**src/hw/rtl/mtes_pkg.sv**
```systemverilog
// Package: shared types and constants for the timer expiry scheduler.
package mtes_pkg;
  localparam int unsigned Timers = 16;
  localparam int unsigned IdW = 4;
  localparam logic [31:0] HalfRange = 32'h7FFF_FFFF;

  typedef enum logic [2:0] {
    FN_TICK   = 3'd0,
    FN_SET    = 3'd1,
    FN_START  = 3'd2,
    FN_STOP   = 3'd3,
    FN_DETACH = 3'd4
  } func_e;

  typedef enum logic [2:0] {
    ST_IDLE,
    ST_OP,
    ST_SCAN,
    ST_PICK,
    ST_EMIT,
    ST_NONE,
    ST_OUT
  } state_e;

  // One timer entry as held in memory.
  typedef struct packed {
    logic [31:0] deadline;
    logic [31:0] period;
    logic        mode;
    logic [31:0] rank;
  } entry_t;

  // Memory access request from the sequencer.
  typedef struct packed {
    logic           we;
    logic [IdW-1:0] waddr;
    entry_t         wdata;
    logic [IdW-1:0] raddr;
  } mem_req_t;
endpackage

```
**src/hw/rtl/mtes_mem.sv**
```systemverilog
// Timer entry memory: one write port, one registered read port.
module mtes_mem (
  input  logic               clk_i,
  input  mtes_pkg::mem_req_t req_i,
  output mtes_pkg::entry_t   rdata_o
);
  mtes_pkg::entry_t mem_q [mtes_pkg::Timers];

  always_ff @(posedge clk_i) begin
    if (req_i.we) begin
      mem_q[req_i.waddr] <= req_i.wdata;
    end
    rdata_o <= mem_q[req_i.raddr];
  end
endmodule

```
**src/hw/rtl/multi_timer_expiry_scheduler_unit.sv**
```systemverilog
// Top level: timer table with an entry memory and a scan sequencer.
// A non-tick result is registered in the op state; input is refused until that result is taken.
// A tick scans all 16 entries per report: a scan, a pick and an emit for each fired timer,
// plus a closing scan and pick (none after the sixteenth report).
// Input stalls while a transaction runs or a result waits; the read port sets the scan time.
// Reset clears the tick, start counter and active marks; entry data stays undefined.
module multi_timer_expiry_scheduler_unit (
  input  logic        clk_i,
  input  logic        rst_ni,
  input  logic        in_valid_i,
  output logic        in_stall_o,
  input  logic [2:0]  func_i,
  input  logic [3:0]  timer_id_i,
  input  logic [31:0] period_ticks_i,
  input  logic        periodic_i,
  output logic        out_valid_o,
  input  logic        out_stall_i,
  output logic        status_o,
  output logic        fired_o,
  output logic [3:0]  fired_timer_o,
  output logic [31:0] now_ticks_o,
  output logic        last_o
);
  localparam int unsigned IdW = mtes_pkg::IdW;

  mtes_pkg::state_e state_q, state_d;
  logic [31:0] now_q, now_d, cnt_q, cnt_d;
  logic [mtes_pkg::Timers-1:0] act_q, act_d, due_q, due_d;
  logic [2:0] fn_q;
  logic [IdW-1:0] id_q;
  logic [31:0] per_q;
  logic mode_q;
  // scan: issue address scan_q, data arrives for rd_q
  logic [IdW:0] scan_q, scan_d;
  logic [IdW-1:0] rd_q, rd_d;
  logic rdv_q, rdv_d;
  logic have_q, have_d;
  logic [IdW-1:0] best_q, best_d;
  logic [31:0] bage_q, bage_d, brank_q, brank_d;
  logic [31:0] pper_q, pper_d;
  logic pmode_q, pmode_d;
  logic [4:0] nfired_q, nfired_d;
  logic first_q, first_d;
  // result register
  logic ov_q, ov_d, st_q, st_d, fr_q, fr_d, ls_q, ls_d;
  logic [IdW-1:0] ft_q, ft_d;
  logic in_take;

  mtes_pkg::mem_req_t req;
  mtes_pkg::entry_t rdata;

  mtes_mem u_mem (.clk_i(clk_i), .req_i(req), .rdata_o(rdata));

  // hold the input while busy or while a result still waits to be taken
  assign in_stall_o = (state_q != mtes_pkg::ST_IDLE) || ov_q;
  assign in_take    = in_valid_i && !in_stall_o;

  logic [31:0] age_r, rage_r;
  logic cand, better;
  always_comb begin
    age_r  = now_q - rdata.deadline;
    rage_r = cnt_q - rdata.rank;
    cand   = rdv_q && due_q[rd_q];
    better = !have_q || (age_r > bage_q) || (age_r == bage_q && rage_r > brank_q);
  end

  // next state
  always_comb begin
    state_d = state_q;
    case (state_q)
      mtes_pkg::ST_IDLE: if (in_take) begin
        state_d = (func_i == mtes_pkg::FN_TICK) ? mtes_pkg::ST_SCAN : mtes_pkg::ST_OP;
      end
      mtes_pkg::ST_OP:   state_d = mtes_pkg::ST_OUT;
      mtes_pkg::ST_SCAN: if (!rdv_q && scan_q == (IdW+1)'(mtes_pkg::Timers)) begin
        state_d = mtes_pkg::ST_PICK;
      end
      mtes_pkg::ST_PICK: state_d = have_q ? mtes_pkg::ST_EMIT
                               : (nfired_q == '0 ? mtes_pkg::ST_NONE : mtes_pkg::ST_IDLE);
      mtes_pkg::ST_EMIT: if (!ov_q || !out_stall_i) begin
        state_d = (nfired_q == 5'd15) ? mtes_pkg::ST_IDLE : mtes_pkg::ST_SCAN;
      end
      mtes_pkg::ST_NONE: if (!ov_q || !out_stall_i) state_d = mtes_pkg::ST_IDLE;
      mtes_pkg::ST_OUT:  if (!ov_q || !out_stall_i) state_d = mtes_pkg::ST_IDLE;
      default: state_d = mtes_pkg::ST_IDLE;
    endcase
  end

  // datapath and outputs
  always_comb begin
    now_d = now_q; cnt_d = cnt_q; act_d = act_q; due_d = due_q;
    scan_d = scan_q; rd_d = rd_q; rdv_d = 1'b0;
    have_d = have_q; best_d = best_q; bage_d = bage_q; brank_d = brank_q;
    pper_d = pper_q; pmode_d = pmode_q; nfired_d = nfired_q; first_d = first_q;
    ov_d = ov_q && out_stall_i; st_d = st_q; fr_d = fr_q; ls_d = ls_q; ft_d = ft_q;
    req = '0;
    req.raddr = scan_q[IdW-1:0];
    case (state_q)
      mtes_pkg::ST_IDLE: if (in_take && func_i == mtes_pkg::FN_TICK) begin
        now_d = now_q + 32'd1; scan_d = '0; have_d = 1'b0; nfired_d = '0;
        first_d = 1'b1;
      end
      mtes_pkg::ST_OP: begin
        st_d = 1'b0;
        case (fn_q)
          mtes_pkg::FN_SET: begin
            req.we = 1'b1; req.waddr = id_q;
            req.wdata.deadline = '0; req.wdata.period = per_q;
            req.wdata.mode = mode_q; req.wdata.rank = '0;
            act_d[id_q] = 1'b0;
          end
          mtes_pkg::FN_START: begin
            // read-modify-write: rdata holds this entry (raddr issued at accept)
            req.we = 1'b1; req.waddr = id_q;
            req.wdata.deadline = now_q + rdata.period; req.wdata.period = rdata.period;
            req.wdata.mode = rdata.mode; req.wdata.rank = cnt_q;
            cnt_d = cnt_q + 32'd1; act_d[id_q] = 1'b1;
          end
          mtes_pkg::FN_STOP: begin
            st_d = !act_q[id_q]; act_d[id_q] = 1'b0;
          end
          mtes_pkg::FN_DETACH: act_d[id_q] = 1'b0;
          default: ;
        endcase
        ov_d = 1'b1; fr_d = 1'b0; ft_d = '0; ls_d = 1'b1;
      end
      mtes_pkg::ST_SCAN: begin
        if (scan_q != (IdW+1)'(mtes_pkg::Timers)) begin
          rdv_d = 1'b1; rd_d = scan_q[IdW-1:0]; scan_d = scan_q + 1'b1;
        end
        if (rdv_q) begin
          if (first_q) due_d[rd_q] = act_q[rd_q] && (age_r < mtes_pkg::HalfRange);
          if ((first_q ? (act_q[rd_q] && age_r < mtes_pkg::HalfRange) : cand) && better) begin
            have_d = 1'b1; best_d = rd_q; bage_d = age_r; brank_d = rage_r;
            pper_d = rdata.period; pmode_d = rdata.mode;
          end
        end
      end
      mtes_pkg::ST_PICK: begin
        first_d = 1'b0;
        // with no due timer left the tick ends; a none result follows only if nothing fired
      end
      mtes_pkg::ST_EMIT: if (!ov_q || !out_stall_i) begin
        due_d[best_q] = 1'b0;
        if (pmode_q) begin
          req.we = 1'b1; req.waddr = best_q;
          req.wdata.deadline = now_q + pper_q; req.wdata.period = pper_q;
          req.wdata.mode = 1'b1; req.wdata.rank = cnt_q;
          cnt_d = cnt_q + 32'd1;
        end else begin
          act_d[best_q] = 1'b0;
        end
        ov_d = 1'b1; st_d = 1'b0; fr_d = 1'b1; ft_d = best_q;
        ls_d = (nfired_q == 5'd15) || ((due_q & ~({{(mtes_pkg::Timers-1){1'b0}}, 1'b1}
               << best_q)) == '0);
        nfired_d = nfired_q + 5'd1; scan_d = '0; have_d = 1'b0;
      end
      mtes_pkg::ST_NONE: if (!ov_q || !out_stall_i) begin
        ov_d = 1'b1; st_d = 1'b0; fr_d = 1'b0; ft_d = '0; ls_d = 1'b1;
      end
      default: ;
    endcase
    if (state_q == mtes_pkg::ST_IDLE) req.raddr = timer_id_i;
  end

  always_ff @(posedge clk_i or negedge rst_ni) begin
    if (!rst_ni) begin
      state_q <= mtes_pkg::ST_IDLE; now_q <= '0; cnt_q <= '0; act_q <= '0;
      ov_q <= 1'b0; rdv_q <= 1'b0; have_q <= 1'b0; nfired_q <= '0; first_q <= 1'b0;
      scan_q <= '0; due_q <= '0;
    end else begin
      state_q <= state_d; now_q <= now_d; cnt_q <= cnt_d; act_q <= act_d;
      ov_q <= ov_d; rdv_q <= rdv_d; have_q <= have_d; nfired_q <= nfired_d;
      first_q <= first_d; scan_q <= scan_d; due_q <= due_d;
    end
  end

  always_ff @(posedge clk_i) begin
    if (in_take) begin
      fn_q <= func_i; id_q <= timer_id_i; per_q <= period_ticks_i; mode_q <= periodic_i;
    end
    rd_q <= rd_d; best_q <= best_d; bage_q <= bage_d; brank_q <= brank_d;
    pper_q <= pper_d; pmode_q <= pmode_d;
    st_q <= st_d; fr_q <= fr_d; ls_q <= ls_d; ft_q <= ft_d;
  end

  assign out_valid_o   = ov_q;
  assign status_o      = st_q;
  assign fired_o       = fr_q;
  assign fired_timer_o = ft_q;
  assign now_ticks_o   = now_q;
  assign last_o        = ls_q;

`ifndef NO_ASSERTIONS
  a_fire_clears: assert property (@(posedge clk_i) disable iff (!rst_ni)
    (state_q == mtes_pkg::ST_EMIT && (!ov_q || !out_stall_i)) |=> !due_q[$past(best_q)])
    else $error("fired timer still due");
  a_busy_stall: assert property (@(posedge clk_i) disable iff (!rst_ni)
    (state_q != mtes_pkg::ST_IDLE) |-> in_stall_o)
    else $error("input taken while busy");
  a_tick_adv: assert property (@(posedge clk_i) disable iff (!rst_ni)
    (in_take && func_i == mtes_pkg::FN_TICK)
    |=> now_q == $past(now_q) + 32'd1)
    else $error("tick did not advance");
`endif
endmodule
```
**config.mk**
```make
export PLATFORM = sky130hd
export DESIGN_NAME = multi_timer_expiry_scheduler_unit
export DESIGN_NICKNAME = d
export VERILOG_FILES = /design/src/hw/rtl/mtes_pkg.sv /design/src/hw/rtl/mtes_mem.sv /design/src/hw/rtl/multi_timer_expiry_scheduler_unit.sv
export SDC_FILE = /design/constraint.sdc
export NUM_CORES = 2
export LEC_CHECK = 0
export BUFFER_PORTS_ARGS = -buffer_cell sky130_fd_sc_hd__buf_2
export CORE_UTILIZATION = 45
export DETAILED_ROUTE_END_ITERATION = 8
export GPL_TIMING_DRIVEN = 0
export HOLD_SLACK_MARGIN = 0.05
export PLACE_DENSITY = 0.66
export SLEW_MARGIN = 20
export SYNTH_ARGS = -nofsm -noshare
export SYNTH_HDL_FRONTEND = slang
export SYNTH_SLANG_ARGS = --single-unit
```
**constraint.sdc**
```tcl
create_clock -name clk_i -period 35.9 [get_ports clk_i]
set_input_delay 3.59 -clock clk_i [delete_from_list [all_inputs] [get_ports clk_i]]
set_output_delay 3.59 -clock clk_i [all_outputs]
set_load 0.05 [all_outputs]
```
==> flow_summary.toml <==
[outcome]
status = "complete, no violations"

[sta]
clock.fmax_mhz = 119
period_needed_ns = 8.44
min_period_over_period_pct = 23.5
slew_headroom_pct = 18.8
finalHoldViolations = 0
tns_ns = 0
finalMaxSlewViolations = 0
fin_worst_skew_ns = 0.0631
worst_hold_slack_ns = 0.509
tightest_slew_ns = 1.22
finalSetupViolations = 0
rsz0062_at_grt = "no"

[clocking]
cts_max_path_buffers = 3
cts_buffers = 190
clk_pin_slew_ns = 0.06
root_buffer = "clkbuf_16"
cts_tree = "built"
clkSinkCount = 1914
cts_setup_buffers = 0
clock_latency_ns = 0.87
h-tree-depth = 4
cts_resized = 0
cts_hold_buf = 0

[place]
port_buffers = 84
place_area_sq_mm = 0.0869
place_congestion = 0.937
dp_hpwl_mm = 151

[route]
wirelength_mm = 216
drt_iter0_markers = 5717
vias = 46500
drt-wirelength-per-cell_um = 27.9
vias_per_cell = 5.99
ant_nets = 0
drc = 0
firstDrtPassIters = 8

[floorplan]
fp.coreArea_sq_mm = 0.177
dieArea_sq_mm = 0.181
rows = 154
pin_count = 85
die_w_um = 425
initial_core_util_pct = 45.5
die_h_um = 425

[yosys]
async_flop_share_pct = 5.90
yosys_warnings = 0
synth_ff_type = "edfxtp_1"
syn_inst = 4835
synth_area_sq_mm = 0.0806
synth_seq_cells = 1914
synth_fp_nets = 5078
ys_types = 91
synth-edff-count = 1704
syn_area_per_cell_sq_um = 16.7
seq_area_frac_synth_pct = 69.4

[finish]
fin_area_sq_mm = 0.0935
fill_cells = 13800
layout.nets = 5482
layout-area-overhead-vs-synth_pct = 15.9
drive_above_1_share_pct = 19.3
fin_util_pct = 52.8

[worst_setup_path]
slowest_stage = "a31oi_2"
cp_common_cell = "buf_4"
crit_type = "reg2reg"
cp_max_fo = 11
crit_arrival_ns = 8.96
cp-start-kind = "flip-flop"
endpoint_kind = "flip-flop"
critPathRequiredTime_ns = 36.43
slowest_delay_ns = 0.57

[global_route]
grtUsageTotal_pct = 23.9
grt_max_degree = 68
grt_pass1_wl_mm = 314
overflow = 0
grt_antenna_before_repair = 10
grt_pass1_vias = 46000

[power_and_ir_drop]
power.leakage_nw = 33.4
power_mw = 6.95
ir_worst_vdd_mv = 0.0489
p_int_mw = 4.68
pwr-share-comb_pct = 30.9
p_seq_share_pct = 39.7
p_sw_share_pct = 32.7
clkPwrFrac_pct = 29.4
powerDensity_mw_per_mm2 = 74.4
p_switching_mw = 2.27

[run]
maxCapViolCount = 0

[hold_path]
hold_path_class = "reg2reg"
-- placed cells by master (no fill, tap or decap), types with 44 or more instances in the layout --
| cell type | netlist | final |
|---|---|---|
| nand3_1 | 75 | 75 |
| a211oi_1 | 118 | 118 |
| a21oi_1 | 162 | 160 |
| and2_1 | 133 | 133 |
| xnor2_1 | 108 | 108 |
| nor2_1 | 145 | 129 |
| dfxtp_1 | 97 | 97 |
| buf_16 | 0 | 44 |
| nand2_1 | 305 | 305 |
| edfxtp_1 | 1704 | 1704 |
| xor2_1 | 60 | 60 |
| inv_1 | 220 | 219 |
| buf_12 | 0 | 55 |
| o21ai_0 | 118 | 115 |
| buf_2 | 47 | 132 |
| mux4_2 | 403 | 403 |
| clkbuf_16 | 0 | 191 |
| a31oi_1 | 122 | 121 |
| clkbuf_1 | 136 | 169 |
| a21o_1 | 47 | 47 |
| dfrtp_1 | 113 | 113 |
| ha_1 | 195 | 195 |
-- cell type report --
type / instances / area, sq um / area share, %
flip-flops and latches: 1914 / 55900 / 59.8
multi-input cells: 2488 / 23300 / 25.0
clock buffers: 252 / 5180 / 5.54
repair buffers: 212 / 3020 / 3.23
well taps: 2340 / 2930 / 3.13
clock inverters: 109 / 1360 / 1.45
plain buffers: 209 / 866 / 0.926
inverters: 224 / 841 / 0.899
diodes: 5 / 12.5 / 0.0134
-- critical path, delay by kind of cell, from the launching register on --
| kind | cells | cell delay (ns) |
|---|---|---|
| buffers and inverters | 9 | 1.69 |
| adder cells (fa/ha/maj) | 3 | 0.84 |
| flip-flops | 1 | 0.41 |
| AND/OR/NAND/NOR | 6 | 1.42 |
| AO/OA/AOI/OAI | 12 | 3.43 |
| XOR/XNOR | 1 | 0.30 |
-- metal layers --
metal	vias up	share of wire, %	track usage, %
li1	20000	-	-
met1	24000	40	32.7
met2	2077	48	38.7
met3	357	7.7	3.94
met4	4	3.6	8.69
met5	-	0.010	0
-- power groups by stage --
stage	logic, mW	clock network, mW	registers, mW
floorplan	1.43	0	2.77
global placement	2.05	0	2.82
detailed placement	2.14	0	2.80
CTS	2.16	2.07	2.76
global route	2.32	2.16	2.77
finish	2.15	2.05	2.76
-- cells in the mapped netlist, drive strengths merged, types with 73 or more instances --
cell type / count / area share (%)
a31oi: 122 / 0.95
inv: 223 / 1.0
a211oi: 118 / 1.1
a21oi: 162 / 1.0
dfrtp: 113 / 3.5
ha: 195 / 3.0
dfxtp: 97 / 2.4
mux4: 403 / 11
nor2: 145 / 0.67
and2: 135 / 1.1
xnor2: 108 / 1.2
edfxtp: 1704 / 63
buf: 73 / 0.42
nand3: 76 / 0.49
clkbuf: 136 / 0.63
nand2: 307 / 1.4
o21ai: 152 / 0.94
-- state kept, by name, indices dropped and copies added, names as in the netlist, 4 cells and up, named ones only --
name and cells:
bage_q 32, best_q 4, brank_q 32, cnt_q 32, due_q 16, fired_timer_o 4, id_q 4, nfired_q 5
now_ticks_o 32, per_q 32, pper_q 32, rd_q 4, scan_q 5, u_mem.mem_q 1552, u_mem.rdata_o 97
-- final timing paths --
path | start | to | slack (ns) | cells after the start
setup / recovery | cnt_q[0]$_DFFE_PN0P_ | pper_q[0]$_DFFE_PP_ | 27.46 | 31
hold / removal | cnt_q[4]$_DFFE_PN0P_ | cnt_q[4]$_DFFE_PN0P_ | 0.51 | 1
setup reg to reg | cnt_q[0]$_DFFE_PN0P_ | pper_q[0]$_DFFE_PP_ | 27.46 | 31
hold reg to reg | cnt_q[4]$_DFFE_PN0P_ | cnt_q[4]$_DFFE_PN0P_ | 0.51 | 1
max in group asynchronous | rst_ni | cnt_q[30]$_DFFE_PN0P_ | 32.42 | 2
min in group asynchronous | rst_ni | asynchronous set/reset pin | 2.77 | 1
-- per-stage QoR --
step	instances	setup slack, ns
floorplan	4835	24.07
global placement	7259	17.06
detailed placement	7386	27.48
CTS	7747	27.40
global route	7748	27.00
finish	7753	27.46
-- cells by family (layout without fill, tap and decap cells) --
logic type / count (synthesis) / after routing / synth area share (%)
fa+ha+maj: 199 / 199 / 3.13
simple gates: 899 / 899 / 5.58
mux: 413 / 413 / 11.4
flops: 1914 / 1914 / 69.4
compound gates: 809 / 809 / 6.62
buf+inv: 433 / 1006 / 2.10
xor+xnor: 168 / 168 / 1.82
other cells: 0 / 5 / 0
Note: power is estimated with default switching activity, not from simulation.
